$ cat src/cfs_pkg.sv
// Shared types and constants for the command frame scanner.
// No dependencies; every other file imports this package.
`default_nettype none

package cfs_pkg;

  // Frame framing bytes and command codes.
  localparam logic [7:0] HDR_BYTE  = 8'hAA;
  localparam logic [7:0] TAIL_BYTE = 8'h55;
  localparam logic [7:0] OP_GAIN   = 8'h10;
  localparam logic [7:0] OP_ARM    = 8'h40;
  localparam logic [7:0] OP_DISARM = 8'h41;

  // Window of earlier bytes and the fill levels each frame type needs.
  localparam int         WIN_DEPTH = 16;
  localparam int         CNT_W     = $clog2(WIN_DEPTH + 1);
  localparam logic [CNT_W-1:0] GAIN_NEED = CNT_W'(WIN_DEPTH);
  localparam logic [CNT_W-1:0] ARM_NEED  = CNT_W'(3);
  localparam logic [CNT_W-1:0] WIN_FULL  = CNT_W'(WIN_DEPTH);

  // Event kinds as reported on the output word.
  localparam logic [1:0] EVT_GAIN   = 2'd0;
  localparam logic [1:0] EVT_ARM    = 2'd1;
  localparam logic [1:0] EVT_DISARM = 2'd2;

  // Configuration register indexes.
  localparam int         CFG_IDX_W   = 1;
  localparam logic [CFG_IDX_W-1:0] CFG_GAIN_EN = 1'd0;
  localparam logic [CFG_IDX_W-1:0] CFG_ARM_EN  = 1'd1;

  // Input word: one received byte.
  typedef struct packed {
    logic [7:0] rx_byte;
    logic       buffer_start;
  } frame_in_t;

  // Output word: one event.
  typedef struct packed {
    logic [1:0]  event_kind;
    logic [7:0]  loop_index;
    logic [31:0] gain_p_bits;
    logic [31:0] gain_i_bits;
    logic [31:0] gain_d_bits;
    logic        last_event;
  } event_out_t;

  // Everything one byte produced: up to one gain event and one arm/disarm event.
  typedef struct packed {
    logic        gain_hit;
    logic        arm_hit;
    logic [1:0]  arm_kind;
    logic [7:0]  loop_index;
    logic [31:0] gain_p;
    logic [31:0] gain_i;
    logic [31:0] gain_d;
  } hit_rec_t;

endpackage

`default_nettype wire

$ cat src/command_frame_scanner.sv
// Command frame scanner: one received byte per word in, one event per word out.
// Path: a closing byte passes the scanner's input register and is then written into
// the queue, from whose head its event is offered.
// Throughput: one byte per cycle while the queue has room; a byte closing both a gain
// and an arm frame gives two words, and the queue depth sets how long bytes flow on.
// Reset (rst, synchronous): clears the window fill level, the queue and both enables.
// Depends on cfs_pkg, cfs_scanner and cfs_event_queue.
`default_nettype none

module command_frame_scanner
  import cfs_pkg::*;
#(
  parameter int QUEUE_DEPTH = 4
) (
  input  wire logic                 clk,
  input  wire logic                 rst,
  input  wire logic                 cfg_we,
  input  wire logic [CFG_IDX_W-1:0] cfg_index,
  input  wire logic                 cfg_data,
  input  wire logic                 rx_valid,
  output logic                      rx_stall,
  input  wire frame_in_t            rx_data,
  output logic                      evt_valid,
  input  wire logic                 evt_stall,
  output event_out_t                evt_data
);

  logic     gain_handler_enabled;
  logic     arm_handler_enabled;
  logic     rx_accept;
  logic     scan_busy;
  logic     scan_push;
  hit_rec_t scan_rec;
  logic     queue_full;

  // Configuration registers. Only bit 0 of the written value is kept.
  always_ff @(posedge clk) begin
    if (rst) begin
      gain_handler_enabled <= 1'b0;
      arm_handler_enabled  <= 1'b0;
    end else if (cfg_we) begin
      case (cfg_index)
        CFG_GAIN_EN: gain_handler_enabled <= cfg_data;
        CFG_ARM_EN:  arm_handler_enabled  <= cfg_data;
        default: begin
        end
      endcase
    end
  end

  // A byte is taken whenever the queue is sure to have room for whatever
  // the byte now in the scanner and this one might produce. With an empty
  // or lightly used queue this never stalls, even while an event waits.
  assign rx_stall  = queue_full;
  assign rx_accept = rx_valid && !rx_stall;

  // The scanner registers the byte, compares it with the window of the
  // sixteen earlier bytes of the same buffer and then shifts it in.
  cfs_scanner u_scanner (
    .clk     (clk),
    .rst     (rst),
    .accept  (rx_accept),
    .word    (rx_data),
    .gain_en (gain_handler_enabled),
    .arm_en  (arm_handler_enabled),
    .busy    (scan_busy),
    .push    (scan_push),
    .rec     (scan_rec)
  );

  // Each byte with at least one event becomes one queue record; a record with
  // both a gain and an arm event is sent as two words, gain first.
  cfs_event_queue #(
    .DEPTH (QUEUE_DEPTH)
  ) u_queue (
    .clk       (clk),
    .rst       (rst),
    .push      (scan_push),
    .rec       (scan_rec),
    .reserve   (scan_busy),
    .full      (queue_full),
    .evt_valid (evt_valid),
    .evt_stall (evt_stall),
    .evt_data  (evt_data)
  );

endmodule

`default_nettype wire

$ cat src/cfs_scanner.sv
// Input register, 16-byte sliding window and frame detection.
// Depends on cfs_pkg.
`default_nettype none

module cfs_scanner
  import cfs_pkg::*;
(
  input  wire logic      clk,
  input  wire logic      rst,
  input  wire logic      accept,
  input  wire frame_in_t word,
  input  wire logic      gain_en,
  input  wire logic      arm_en,
  output logic           busy,
  output logic           push,
  output hit_rec_t       rec
);

  logic             s1_valid;
  logic [7:0]       s1_byte;
  logic             s1_start;
  logic [7:0]       win [WIN_DEPTH];
  logic [CNT_W-1:0] valid_count;
  logic [CNT_W-1:0] valid_count_next;
  logic [CNT_W-1:0] cnt_eff;
  logic [7:0]       chk;
  logic             gain_ok;
  logic             arm_frame;

  always_ff @(posedge clk) begin
    if (rst) begin
      s1_valid <= 1'b0;
    end else begin
      s1_valid <= accept;
    end
    if (accept) begin
      s1_byte  <= word.rx_byte;
      s1_start <= word.buffer_start;
    end
  end

  // Entry 0 is the byte before the one in the input register.
  always_ff @(posedge clk) begin
    if (s1_valid) begin
      for (int k = WIN_DEPTH - 1; k > 0; k--) begin
        win[k] <= win[k-1];
      end
      win[0] <= s1_byte;
    end
  end

  always_ff @(posedge clk) begin
    if (rst) begin
      valid_count <= '0;
    end else if (s1_valid) begin
      valid_count <= valid_count_next;
    end
  end

  always_comb begin
    cnt_eff          = s1_start ? '0 : valid_count;
    valid_count_next = (cnt_eff < WIN_FULL) ? cnt_eff + CNT_W'(1) : cnt_eff;

    chk = '0;
    for (int k = 1; k <= 14; k++) begin
      chk = chk ^ win[k];
    end

    // A gain frame ends on this byte when the oldest entry is its header.
    gain_ok = (cnt_eff >= GAIN_NEED) && (s1_byte == TAIL_BYTE) &&
              (win[15] == HDR_BYTE) && (win[14] == OP_GAIN) && (chk == win[0]);
    arm_frame = (cnt_eff >= ARM_NEED) && (s1_byte == TAIL_BYTE) &&
                (win[2] == HDR_BYTE);

    rec.gain_hit   = gain_ok && gain_en;
    rec.arm_hit    = arm_frame && arm_en &&
                     ((win[1] == OP_ARM) || (win[1] == OP_DISARM));
    rec.arm_kind   = (win[1] == OP_ARM) ? EVT_ARM : EVT_DISARM;
    rec.loop_index = win[13];
    rec.gain_p     = {win[9], win[10], win[11], win[12]};
    rec.gain_i     = {win[5], win[6], win[7], win[8]};
    rec.gain_d     = {win[1], win[2], win[3], win[4]};

    push = s1_valid && (rec.gain_hit || rec.arm_hit);
    busy = s1_valid;
  end

endmodule

`default_nettype wire

$ cat src/cfs_event_queue.sv
// Event queue: holds per-byte hit records and sends them out one event a word.
// Depends on cfs_pkg.
`default_nettype none

module cfs_event_queue
  import cfs_pkg::*;
#(
  parameter int DEPTH = 4
) (
  input  wire logic       clk,
  input  wire logic       rst,
  input  wire logic       push,
  input  wire hit_rec_t   rec,
  input  wire logic       reserve,
  output logic            full,
  output logic            evt_valid,
  input  wire logic       evt_stall,
  output event_out_t      evt_data
);

  localparam int PTR_W = (DEPTH > 1) ? $clog2(DEPTH) : 1;
  localparam int QCNT_W = $clog2(DEPTH + 1);
  localparam logic [PTR_W-1:0]  PTR_LAST = PTR_W'(DEPTH - 1);
  localparam logic [QCNT_W:0]   DEPTH_W  = (QCNT_W + 1)'(DEPTH);

  hit_rec_t          q [DEPTH];
  logic [PTR_W-1:0]  wr_ptr;
  logic [PTR_W-1:0]  rd_ptr;
  logic [QCNT_W-1:0] count;
  logic              second;
  hit_rec_t          head;
  logic              head_last;
  logic              take;
  logic              pop;

  always_comb begin
    head      = q[rd_ptr];
    head_last = !(head.gain_hit && head.arm_hit) || second;
    evt_valid = (count != '0);
    take      = evt_valid && !evt_stall;
    pop       = take && head_last;
    // Room must exist for the byte in the scanner and the one about to enter.
    full      = ({1'b0, count} + (QCNT_W + 1)'(reserve)) >= DEPTH_W;

    if (head.gain_hit && !second) begin
      evt_data.event_kind  = EVT_GAIN;
      evt_data.loop_index  = head.loop_index;
      evt_data.gain_p_bits = head.gain_p;
      evt_data.gain_i_bits = head.gain_i;
      evt_data.gain_d_bits = head.gain_d;
      evt_data.last_event  = !head.arm_hit;
    end else begin
      evt_data.event_kind  = head.arm_kind;
      evt_data.loop_index  = '0;
      evt_data.gain_p_bits = '0;
      evt_data.gain_i_bits = '0;
      evt_data.gain_d_bits = '0;
      evt_data.last_event  = 1'b1;
    end
  end

  always_ff @(posedge clk) begin
    if (push) begin
      q[wr_ptr] <= rec;
    end
  end

  always_ff @(posedge clk) begin
    if (rst) begin
      wr_ptr <= '0;
      rd_ptr <= '0;
      count  <= '0;
      second <= 1'b0;
    end else begin
      if (push) begin
        wr_ptr <= (wr_ptr == PTR_LAST) ? '0 : wr_ptr + PTR_W'(1);
      end
      if (pop) begin
        rd_ptr <= (rd_ptr == PTR_LAST) ? '0 : rd_ptr + PTR_W'(1);
      end
      if (push && !pop) begin
        count <= count + QCNT_W'(1);
      end else if (pop && !push) begin
        count <= count - QCNT_W'(1);
      end
      if (pop) begin
        second <= 1'b0;
      end else if (take) begin
        second <= 1'b1;
      end
    end
  end

`ifndef SYNTHESIS
  a_count_bound: assert property (@(posedge clk) disable iff (rst)
    {1'b0, count} <= DEPTH_W)
    else $error("event queue count above depth");

  a_no_push_when_full: assert property (@(posedge clk) disable iff (rst)
    push |-> ({1'b0, count} < DEPTH_W) || pop)
    else $error("event queue overflow");

  a_second_needs_pair: assert property (@(posedge clk) disable iff (rst)
    second |-> evt_valid && head.gain_hit && head.arm_hit)
    else $error("second event phase on a single-event record");

  a_head_has_event: assert property (@(posedge clk) disable iff (rst)
    evt_valid |-> head.gain_hit || head.arm_hit)
    else $error("queued record carries no event");
`endif

endmodule

`default_nettype wire
$ cat config.mk
export PLATFORM = sky130hd
export DESIGN_NAME = command_frame_scanner
export DESIGN_NICKNAME = d
export VERILOG_FILES = /design/src/cfs_pkg.sv /design/src/command_frame_scanner.sv /design/src/cfs_scanner.sv /design/src/cfs_event_queue.sv
export SDC_FILE = /design/constraint.sdc
export NUM_CORES = 1
export LEC_CHECK = 0
export BUFFER_PORTS_ARGS = -buffer_cell sky130_fd_sc_hd__buf_2
export CORE_MARGIN = 4
export CORE_UTILIZATION = 45
export DETAILED_ROUTE_END_ITERATION = 16
export GPL_TIMING_DRIVEN = 0
export PLACE_DENSITY_LB_ADDON = 0.1
export SLEW_MARGIN = 15
export SYNTH_ARGS = -nofsm -noshare
export SYNTH_HDL_FRONTEND = slang
export SYNTH_SLANG_ARGS = --single-unit
$ cat constraint.sdc
create_clock -name clk -period 15.4 [get_ports clk]
set_input_delay 0.77 -clock clk [delete_from_list [all_inputs] [get_ports clk]]
set_output_delay 0.77 -clock clk [all_outputs]
set_load 0.05 [all_outputs]
### After elaboration in Yosys (flattened, before gate mapping)

Memory sizes are Yosys's and may differ from the RTL's. A register that Yosys moved wholly into a read port is not among the register bits.
Cells that the tools add are included.

| word-level totals | value |
|---|---|
| register bits | 25 |
| bits in writable memories | 560 |
| input port bits | 16 |
| output and inout port bits | 109 |
| word-level logic and storage cells | 91 |
| memories | 2 |

| cells by class | value |
|---|---|
| add/subtract/negate cells | 6 |
| magnitude comparators | 4 |
| equality and inequality tests | 9 |
| multiplexer cells | 14 |
| bitwise operators | 14 |
| reductions and logical operators | 32 |

Memory list:

| name | words | width | read ports | clocked after Yosys merged registers in | write ports | RTL line | RTL |
|---|---|---|---|---|---|---|---|
| u_queue.q | 4 | 108 | 1 | 1 | 1 | cfs_event_queue.sv:26 | `hit_rec_t q [DEPTH];` |
| u_scanner.win | 16 | 8 | 16 | 0 | 16 | cfs_scanner.sv:22 | `logic [7:0] win [WIN_DEPTH];` |

Operator list:

| cell | count |
|---|---|
| two-way mux 107 bit | 1 |
| XOR 8 bit | 13 |
| equality test 8 x 7 -> 1 bit (second input constant) | 3 |
| logical AND 1 bit | 17 |
| equality test 8 bit (second input constant) | 2 |
| two-way mux 2 bit | 5 |
| two-way mux 5 bit | 2 |
| equality test 8 x 5 -> 1 bit (second input constant) | 1 |
| equality test 8 bit | 1 |
| logical NOT 1 bit | 7 |
| two-way mux 3 bit | 2 |
| adder 5 x 1 -> 5 bit (second input constant) | 1 |
| greater-or-equal comparator 5 x 2 -> 1 bit (second input constant) | 1 |
| greater-or-equal comparator 5 bit (second input constant) | 1 |
| < comparator 5 bit (second input constant) | 1 |
| adder 2 x 1 -> 2 bit (second input constant) | 2 |
| adder 3 x 1 -> 4 bit | 1 |
| equality test 2 bit (second input constant) | 2 |
| greater-or-equal comparator 4 x 3 -> 1 bit (second input constant) | 1 |
| two-way mux 1 bit | 4 |
| AND reduction 2 bit | 2 |
| adder 3 x 1 -> 3 bit (second input constant) | 1 |
| logical OR 1 bit | 3 |
| nonzero test 3 bit | 1 |
| other kinds (4) | 4 |

### Logic depth before layout (Yosys ltp)

Gate-level depths: netlist of run 1.

| logic depth | value |
|---|---|
| depth after elaboration | 22 |
| gate-level depth with buffers | 13 |

### By module

A second synthesis of run 1 with hierarchy kept.

| second synthesis, totals | value |
|---|---|
| cell total of the unflattened synthesis | 1143 |
| area, all modules | 23379.9 µm² |

By module, submodules not included:

| module | instances | cells each | area an instance (µm²) | sequential area each (µm²) |
|---|---|---|---|---|
| cfs_event_queue | 1 | 739 | 16816.1 | 13172.6 |
| cfs_scanner | 1 | 394 | 6462.4 | 4234.1 |
| command_frame_scanner | 1 | 10 | 101.3 | 40.0 |

### Worst setup path before layout of run 1

No wires, ideal clock.

| timing | value |
|---|---|
| path kind | register -> register |
| start point | register u_scanner.s1_valid, in the netlist u_scanner.busy |
| end point | memory u_queue.q[0][0] (netlist bit), enable pin |
| library setup time | 0.730 ns |
| arrival | 11.553 ns |
| slack | 3.118 ns |
| cell stages (with the launch flop) | 4 |
| path buffers | 1 |
| period minus slack after synthesis | 12.282 ns |
| path through | dfxtp_1 -> clkbuf_1 -> inv_1 -> nor3b_1 |

| on the way | value |
|---|---|
| word-level cells in the longest chain between the ends | 3 |

RTL lines:

| what | RTL line | RTL |
|---|---|---|
| from (decl) | cfs_scanner.sv:19 | `logic s1_valid;` |
| from (signal assigned) | cfs_scanner.sv:34 | `s1_valid <= accept;` |
| logical AND 1 bit | cfs_scanner.sv:84 | `push = s1_valid && (rec.gain_hit \|\| rec.arm_hit);` |
| two-way mux 1 bit | cfs_event_queue.sv:63 | `if (push) begin` |
| two-way mux 1 bit (implied by the code) | cfs_event_queue.sv:64 | `q[wr_ptr] <= rec;` |
| to (decl) | cfs_event_queue.sv:26 |  |

No other way between the ends.

==> reports/metrics.cfg, run 1 <==
[routing]
wire_per_inst_um = 23.9
remaining_drc_errors = 0
vias_per_cell = 5.23
drtPass1Iterations = 7
first_iter_violations = 708
drt_wl_total_um = 47900
vias = 10500
ant_nets = 0

[worst_setup_path]
cp-end-kind = primary output
arrival_ns = 4.80
cp_max_fo = 10
cp_data_required_time_ns = 14.63
worst_setup_path_start_kind = flop
r2r_start = u_scanner.s1_byte[3]$_DFFE_PP_
ff2ff_setup_slack_ns = 10.24
crit_type = flop to primary output

[floorplanning]
rows = 81
die_height_um = 232
ios = 125
die-area_um2 = 53900
core_area_um2 = 49300
start_util = 0.459
die_w_um = 232

[worst_hold_path]
hold_path.startpoint = rx_data[6]
min_path_type = input port to flop

[sta]
tightestPinTransition_ns = 1.02
timing.slew.headroom = 0.312
period_minus_slack_ns = 5.57
min_period_over_period = 0.361
tns_ns = 0
drv_slew = 0
max_freq_ghz = 0.180
setup_viol = 0
timing.hold.ws_ns = 0.340
hold_viol = 0
finClkSkew_ns = 0.0160
rsz0062_at_grt = false

[cells_and_area]
mostFrequentLayoutCells = edfxtp_1, buf_2, nor2b_1, mux4_2, xnor2_1
fin_nets = 1313
utilization = 0.539
final_common_cell = edfxtp_1
area_growth_pct = 17.5
diodes = 0
drive_above_1_share = 0.293

[clock_network]
cts_buffer_depth = 3
cts_resized = 0
cts_sinks = 587
cts_tree = built
clk_pin_slew_ns = 0.06
hold_buffers = 0
numCtsBuffers = 58
cts-htree-levels = 2
clock_latency_ns = 0.61
clock_tree.root_cell = clkbuf_16
post_cts.repair.setup_buffers = 0

[yosys]
synth_seq_cells = 587
synth_fp_nets = 1068
synth.yosys.seq_area_share = 0.772
ys_warn_count = 0
synth_area_um2 = 22600
post_synth_num_cell_types = 46
syn_area_per_cell_um2 = 21.7
syn_inst = 1044

[flow_run]
drv_cap = 0

[pwr]
irDropWorstVdd_mv = 0.0955
powerDensity_nw_per_um2 = 125
p_leak_nw = 8.82

[outcome]
status = completed

[global_routing]
antenna_found_initial = 1
gr-total-overflow = 0
grt_pass1_vias = 11000
grt_max_degree = 46
grt_pass1_wl_um = 71500
track_usage = 0.180

[placement]
dp_hpwl_um = 33200
io_buffers = 123
gp_congestion = 0.744

==> routing by layer <==
layer	wire length (um)	global-route usage	up-vias
met3	2050	0.0293	74
li1	-	-	4662
met1	20800	0.251	5505
met2	23900	0.301	238
met5	0	0	-
met4	1090	0.0446	0
==> worst max-delay path, stage by stage, from the launching register on <==
cell      delay (ns)
dfxtp_1         0.30
clkbuf_1        0.73
mux4_2          0.61
nand2b_1        0.62
clkbuf_1        0.83
clkbuf_1        0.62
nor2b_1         0.20
buf_2           0.27
==> flip-flops by register name, indices dropped and copies added, names as in the netlist, named ones only <==
signal,cells
u_queue.q,432
u_scanner.valid_count,5
u_scanner.s1_start,1
u_queue.count,3
u_scanner.s1_byte,8
u_queue.wr_ptr,2
u_scanner.win,128
gain_handler_enabled,1
u_queue.rd_ptr,2
u_queue.second,1
u_scanner.busy,1
arm_handler_enabled,1
==> per-stage QoR <==
stage | instances | power [mW] | worst slack, ns | instance area (um^2)
floorplan | 1044 | 1.89 | 3.12 | 22600
global placement | 1831 | 1.93 | -6.26 | 24000
detailed placement | 1893 | 1.93 | 10.17 | 24600
CTS | 2003 | 3.35 | 9.70 | 26500
global route | 2003 | 3.42 | 9.62 | 26500
finish | 2003 | 3.31 | 9.83 | 26500
==> path summary, 6_finish.rpt <==
check,endpoint,depth (start not counted)
worst max-delay path,evt_data[25],7
worst min-delay path,u_scanner.s1_byte[5]$_DFFE_PP_,1
worst max register to register,u_queue.q[1][36]$_DFFE_PP_,12
worst min register to register,u_scanner.win[0][6]$_DFFE_PP_,0
==> kinds of logic (layout without fill, tap and decap cells) <==
logic type / after synthesis / count (layout) / synth area share
xor gates and xnor gates: 91 / 91 / 0.0499
adders and majority gates: 8 / 8 / 0.00476
and+or+nand+nor: 176 / 176 / 0.0489
DFF: 587 / 587 / 0.772
muxes: 114 / 114 / 0.110
buffers and inverters: 49 / 344 / 0.00819
AOI/OAI and AO/OA: 19 / 19 / 0.00592
==> cell type report <==
cell class                      count  area [um^2]
Fill cell                        3884        22700
Sequential cell                   587        17500
Multi-Input combinational cell    408         4990
Clock buffer                       73         1550
Timing Repair Buffer              185         1180
Tap cell                          664          831
Clock inverter                     37          367
Buffer                             38          144
Inverter                           11         41.3
==> cell usage after synthesis (all sizes together) <==
| cell | n | area, um^2 |
|---|---|---|
| or2 | 1 | 6.26 |
| mux4 | 108 | 2430 |
| nor3b | 4 | 30.0 |
| a31oi | 1 | 6.26 |
| or3b | 1 | 8.76 |
| xor2 | 3 | 26.3 |
| a21oi | 8 | 40.0 |
| nor2 | 11 | 41.3 |
| inv | 11 | 41.3 |
| a21boi | 1 | 7.51 |
| dfxtp | 18 | 360 |
| o21ai | 4 | 20.0 |
| nand3b | 1 | 7.51 |
| or4 | 1 | 11.3 |
| ha | 7 | 87.6 |
| clkbuf | 29 | 109 |
| and4 | 2 | 17.5 |
| and3b | 1 | 8.76 |
| xnor2 | 64 | 561 |
| nand4b | 2 | 17.5 |
| or4b | 3 | 30.0 |
| nor2b | 108 | 676 |
| nor4 | 1 | 6.26 |
| nor3 | 6 | 30.0 |
| or3 | 2 | 12.5 |
| o41ai | 1 | 27.5 |
| nand4 | 2 | 12.5 |
| a221oi | 1 | 8.76 |
| fa | 1 | 20.0 |
| nand3 | 5 | 25.0 |
| mux2i | 5 | 50.1 |
| a41oi | 1 | 8.76 |
| edfxtp | 569 | 17100 |
| a211oi | 1 | 7.51 |
| nand2b | 6 | 45.0 |
| nand2 | 8 | 30.0 |
| and2 | 5 | 31.3 |
| xnor3 | 24 | 541 |
| o211ai | 1 | 7.51 |
| mux2 | 1 | 15.0 |
| nor4b | 2 | 17.5 |
| buf | 9 | 35.0 |
| nor4bb | 4 | 40.0 |
==> power by group <==
| group | switching (mW) | internal, mW | leakage, nW |
|---|---|---|---|
| Clock | 0.586 | 0.828 | 0.947 |
| Sequential | 0.0290 | 1.76 | 5.30 |
| Combinational | 0.0539 | 0.0505 | 2.57 |
Note: power is estimated with default switching activity, not from simulation.
==> inputs of run 2 (changes only) <==
==> constraint.sdc (replaced) <==
create_clock -name clk -period 5.45 [get_ports clk]
set_input_delay 0.2725 -clock clk [delete_from_list [all_inputs] [get_ports clk]]
set_output_delay 0.2725 -clock clk [all_outputs]
set_load 0.05 [all_outputs]
==> reports/metrics.cfg, run 2 (synthesized netlist as in run 1, its figures left out) <==
[outcome]
status = completed  ; unchanged

[clock_network]
hold_buffers = 14  ; was 0
clk_pin_slew_ns = 0.06  ; about the same
cts_buffer_depth = 3  ; unchanged
cts_resized = 0  ; unchanged
cts_tree = built  ; unchanged
post_cts.repair.setup_buffers = 0  ; unchanged
clock_tree.root_cell = clkbuf_16  ; unchanged
numCtsBuffers = 59  ; was 58
cts_sinks = 587  ; unchanged
clock_latency_ns = 0.61  ; about the same
cts-htree-levels = 2  ; unchanged

[cells_and_area]
stdcell_count = 1991  ; was 2003
diodes = 0  ; unchanged
utilization = 0.544  ; was 0.539
largest_register_ffs = 432  ; unchanged
top_register = u_queue.q  ; unchanged
final_common_cell = edfxtp_1  ; unchanged
fin_nets = 1305  ; was 1313
reg.largest.list = u_queue.q x432, u_scanner.win x128, u_scanner.s1_byte x8  ; unchanged
area_growth_pct = 18.5  ; was 17.5%
stdcell_area_um2 = 26800  ; was 26500 um^2
drive_above_1_share = 0.274  ; was 0.293
mostFrequentLayoutCells = edfxtp_1, buf_2, nor2b_1, mux4_2, xnor2_1  ; unchanged

[sta]
max_freq_ghz = 0.201
finClkSkew_ns = 0.0139  ; was 0.0160 ns
min_period_over_period = 0.912
period_minus_slack_ns = 4.97
hold_viol = 0  ; unchanged
rsz0062_at_grt = false  ; unchanged
tns_ns = 0  ; unchanged
setup_viol = 0  ; unchanged
tightestPinTransition_ns = 1.04  ; was 1.02 ns
timing.slew.headroom = 0.305  ; was 0.312
drv_slew = 0  ; unchanged
setup_ws_ns = 0.481  ; was 9.83 ns

[global_routing]
gr-total-overflow = 0  ; unchanged
grt_pass1_wl_um = 72200  ; was 71500 um
track_usage = 0.182  ; was 0.180
antenna_found_initial = 0  ; was 1
grt_max_degree = 56  ; was 46
grt_pass1_vias = 11000  ; about the same

[worst_setup_path]
cp_max_fo = 10  ; unchanged
crit_type = flop to primary output  ; unchanged
cp_data_required_time_ns = 5.18  ; was 14.63 ns
ff2ff_setup_slack_ns = 1.00  ; was 10.24 ns
cp-end-kind = primary output  ; unchanged
arrival_ns = 4.70  ; was 4.80 ns
worst_setup_path_start_kind = flop  ; unchanged

[routing]
ant_nets = 0  ; unchanged
drtPass1Iterations = 4  ; was 7
drt_wl_total_um = 48600  ; was 47900 um
vias_per_cell = 5.28  ; was 5.23
remaining_drc_errors = 0  ; unchanged
vias = 10500  ; about the same
wire_per_inst_um = 24.4  ; was 23.9 um
first_iter_violations = 638  ; was 708

[placement]
io_buffers = 123  ; unchanged
place_ws_ns = 0.933  ; was 10.17 ns
dp_hpwl_um = 33200  ; about the same
dpl_cell_area_um2 = 24800  ; was 24600 um^2
gp_congestion = 0.752  ; was 0.744
post-place-cells = 1870  ; was 1893

[pwr]
powerDensity_nw_per_um2 = 344  ; was 125 nW/um^2
p_leak_nw = 8.89  ; was 8.82 nW
irDropWorstVdd_mv = 0.231  ; was 0.0955 mV

[floorplanning]
start_util = 0.459  ; unchanged
die_height_um = 232  ; unchanged
die_w_um = 232  ; unchanged
core_area_um2 = 49300  ; unchanged
rows = 81  ; unchanged
ios = 125  ; unchanged
die-area_um2 = 53900  ; unchanged

[worst_hold_path]
min_path_type = input port to flop  ; unchanged

[flow_run]
drv_cap = 0  ; unchanged

[run 2: changes by cell type in the layout (fill, tap and decap cells not counted), moves of 2 or more]
| cell | delta |
|---|---|
| inv_6 | -2 |
| bufinv_16 | -2 |
| clkbuf_8 | -4 |
| buf_6 | -14 |
| dlygate4sd3_1 | +14 |
| buf_4 | -45 |
| clkbuf_16 | +3 |
| clkinv_1 | +4 |
| nor3b_4 | +4 |
| buf_8 | +30 |
| nor3b_2 | -4 |
| buf_16 | +5 |
[run 2: layout make-up]
type / instances / area (um^2)
clock buffers: 73 / 1570
multi-input cells: 408 / 5040
clock inverters: 34 / 274
inverters: 11 / 41.3
flip-flops and latches: 587 / 17500
plain buffers: 38 / 144
fillers: 3829 / 22500
well taps: 664 / 831
repair buffers: 176 / 1430
[run 2: metal layers]
| layer | vias to the layer above | part of all wire | track usage |
|---|---|---|---|
| li1 | 4642 | - | - |
| met1 | 5545 | 0.43 | 0.251 |
| met2 | 255 | 0.50 | 0.306 |
| met3 | 67 | 0.046 | 0.0329 |
| met4 | 0 | 0.022 | 0.0454 |
| met5 | - | 0 | 0 |
[run 2: worst paths after layout]
kind,startpoint,endpoint,depth (start not counted)
max,flop,evt_data[26],7
min,cfg_we,gain_handler_enabled$_SDFFE_PP0P_,4
max reg2reg,u_scanner.s1_byte[3]$_DFFE_PP_,u_queue.q[0][35]$_DFFE_PP_,10
min reg2reg,u_scanner.s1_byte[6]$_DFFE_PP_,u_scanner.win[0][6]$_DFFE_PP_,0
[run 2: report_power, final]
part / leakage, nW / switching, mW / internal, mW
Clock: 0.910 / 1.64 / 2.26
Sequential: 5.32 / 0.0795 / 4.98
Combinational: 2.66 / 0.113 / 0.127
[run 2: worst max-delay path: stages (launching register included)]
cell,delay [ns]
dfxtp_1,0.30
clkbuf_1,0.66
mux4_2,0.61
nand2b_1,0.63
clkbuf_1,0.73
clkbuf_1,0.62
nor2b_1,0.24
buf_2,0.28
[run 2: metrics by stage]
stage               hold slack (ns)  power (mW)
finish                       0.0351        9.20
detailed placement            0.429        5.39
global placement              0.428        5.38
global route                 0.0215        9.51
CTS                         0.00112        9.30
floorplan                     0.371        5.29
==> inputs of run 3 (changes only) <==
==> constraint.sdc (replaced) <==
create_clock -name clk -period 6.34 [get_ports clk]
set_input_delay 0.317 -clock clk [delete_from_list [all_inputs] [get_ports clk]]
set_output_delay 0.317 -clock clk [all_outputs]
set_load 0.05 [all_outputs]
==> reports/metrics.cfg, run 3 (synthesized netlist as in run 1, its figures left out) <==
[cells_and_area]
largest_register_ffs = 432  ; unchanged
top_register = u_queue.q  ; unchanged
fin_nets = 1307  ; was 1305
diodes = 0  ; unchanged
utilization = 0.543  ; was 0.544
area_growth_pct = 18.3  ; was 18.5%
reg.largest.list = u_queue.q x432, u_scanner.win x128, u_scanner.s1_byte x8  ; unchanged
drive_above_1_share = 0.275  ; was 0.274
fillers = 3869  ; was 3829
mostFrequentLayoutCells = edfxtp_1, buf_2, nor2b_1, mux4_2, xnor2_1  ; unchanged
final_common_cell = edfxtp_1  ; unchanged

[floorplanning]
start_util = 0.459  ; unchanged
die_height_um = 232  ; unchanged
rows = 81  ; unchanged
core_area_um2 = 49300  ; unchanged
die-area_um2 = 53900  ; unchanged
die_w_um = 232  ; unchanged
ios = 125  ; unchanged

[global_routing]
grt_max_degree = 57  ; was 56
gr-total-overflow = 0  ; unchanged
grt_pass1_wl_um = 72000  ; was 72200 um
track_usage = 0.182  ; about the same
antenna_found_initial = 0  ; unchanged
grt_pass1_vias = 11000  ; about the same

[worst_setup_path]
cp_max_fo = 10  ; unchanged
crit_buf_inv = 4  ; unchanged
cp_data_required_time_ns = 6.02  ; was 5.18 ns
crit_family = buffers and inverters  ; unchanged
critPathMaxStageDelay_ns = 0.75  ; was 0.73 ns
worst_setup_path_start_kind = flop  ; unchanged
slowest_stage = clkbuf_1  ; unchanged
arrival_ns = 4.60  ; was 4.70 ns
cp-end-kind = primary output  ; unchanged
crit_type = flop to primary output  ; unchanged
crit_path_cell_trace = clkbuf_1, mux4_2, nand2b_1, clkbuf_1, clkbuf_1, nor2b_1, buf_2  ; unchanged
cpMostUsedCell = clkbuf_1  ; unchanged

[clock_network]
clock_tree.root_cell = clkbuf_16  ; unchanged
cts_tree = built  ; unchanged
clock_latency_ns = 0.61  ; about the same
cts_buffer_depth = 3  ; unchanged
numCtsBuffers = 58  ; was 59
cts_sinks = 587  ; unchanged
cts-htree-levels = 2  ; unchanged
cts_resized = 0  ; unchanged
clk_pin_slew_ns = 0.06  ; about the same

[placement]
io_buffers = 123  ; unchanged
gp_congestion = 0.744  ; was 0.752
dp_hpwl_um = 33000  ; was 33200 um

[sta]
timing.hold.ws_ns = 0.0905  ; was 0.0351 ns
tightestPinTransition_ns = 1.02  ; was 1.04 ns
rsz0062_at_grt = false  ; unchanged
finClkSkew_ns = 0.0247  ; was 0.0139 ns
max_freq_ghz = 0.203
drv_slew = 0  ; unchanged
timing.slew.headroom = 0.320  ; was 0.305
hold_viol = 0  ; unchanged
setup_viol = 0  ; unchanged
min_period_over_period = 0.776
period_minus_slack_ns = 4.92

[outcome]
status = completed  ; unchanged

[pwr]
p_leak_nw = 8.88  ; was 8.89 nW
powerDensity_nw_per_um2 = 296  ; was 344 nW/um^2
irDropWorstVdd_mv = 0.225  ; was 0.231 mV
p_total_mw = 7.91  ; was 9.20 mW

[worst_hold_path]
min_path_type = input port to flop  ; unchanged

[flow_run]
drv_cap = 0  ; unchanged

[routing]
vias = 10500  ; about the same
vias_per_cell = 5.27  ; was 5.28
ant_nets = 0  ; unchanged
drt_wl_total_um = 48300  ; was 48600 um
remaining_drc_errors = 0  ; unchanged
wire_per_inst_um = 24.2  ; was 24.4 um
drtPass1Iterations = 5  ; was 4
first_iter_violations = 784  ; was 638

==> run 3: changes by cell type in the layout (fill, tap and decap cells not counted), sizes merged <==
cell	before	now
inv	11	12
clkinv	29	25
clkbuf	102	105
buf	171	174
bufinv	5	6
==> run 3: layout make-up <==
type | count | area [um^2] | area share
flip-flops and latches | 587 | 17500 | 0.653
multi-input cells | 408 | 5020 | 0.188
clock buffers | 76 | 1540 | 0.0576
repair buffers | 179 | 1400 | 0.0524
well taps | 664 | 831 | 0.0311
clock inverters | 32 | 299 | 0.0112
plain buffers | 38 | 144 | 0.00538
inverters | 11 | 41.3 | 0.00154
==> run 3: path summary, 6_finish.rpt <==
kind | start | to | slack (ns) | depth (start not counted)
worst max-delay path | flop | evt_data[25] | 1.42 | 7
worst min-delay path | cfg_we | gain_handler_enabled$_SDFFE_PP0P_ | 0.09 | 4
worst max register to register | u_scanner.s1_byte[3]$_DFFE_PP_ | u_queue.q[0][40]$_DFFE_PP_ | 1.64 | 10
worst min register to register | u_scanner.s1_byte[6]$_DFFE_PP_ | u_scanner.win[0][6]$_DFFE_PP_ | 0.45 | 0
==> run 3: per-layer routing <==
| layer | up-vias | global-route usage | part of all wire |
|---|---|---|---|
| met5 | - | 0 | 0 |
| li1 | 4656 | - | - |
| met3 | 70 | 0.0347 | 0.047 |
| met4 | 0 | 0.0411 | 0.020 |
| met1 | 5548 | 0.251 | 0.43 |
| met2 | 232 | 0.305 | 0.50 |
==> run 3: tightest hold or removal path: cells and delay by family <==
| kind | cells | cell delay, ns |
|---|---|---|
| mux | 1 | 0.07 |
| simple gates | 2 | 0.15 |
| buf+inv | 1 | 0.11 |
==> run 3: power breakdown <==
group | switching, mW | internal, mW | leakage, nW | total [mW]
clock | 1.41 | 1.95 | 0.906 | 3.35
sequential | 0.0668 | 4.28 | 5.32 | 4.35
combinational | 0.0990 | 0.110 | 2.66 | 0.209
==> run 3: what timing repair did <==
action / 4_1_cts / 5_1_grt
setup buffers: 0 / 0
endpoints found under the hold margin: 12 / 0
hold buffers: 14 / 0
==> run 3: per-stage QoR <==
step | instances | TNS [ns] | worst slack (ns) | cell area [um^2]
after floorplan | 1044 | 0 | 0.673 | 22600
after global placement | 1831 | -1254.89 | -2.97 | 24100
after detailed placement | 1873 | 0 | 1.46 | 24700
after CTS | 1995 | 0 | 1.16 | 26700
after global routing | 1995 | 0 | 1.10 | 26700
final | 1995 | 0 | 1.42 | 26700
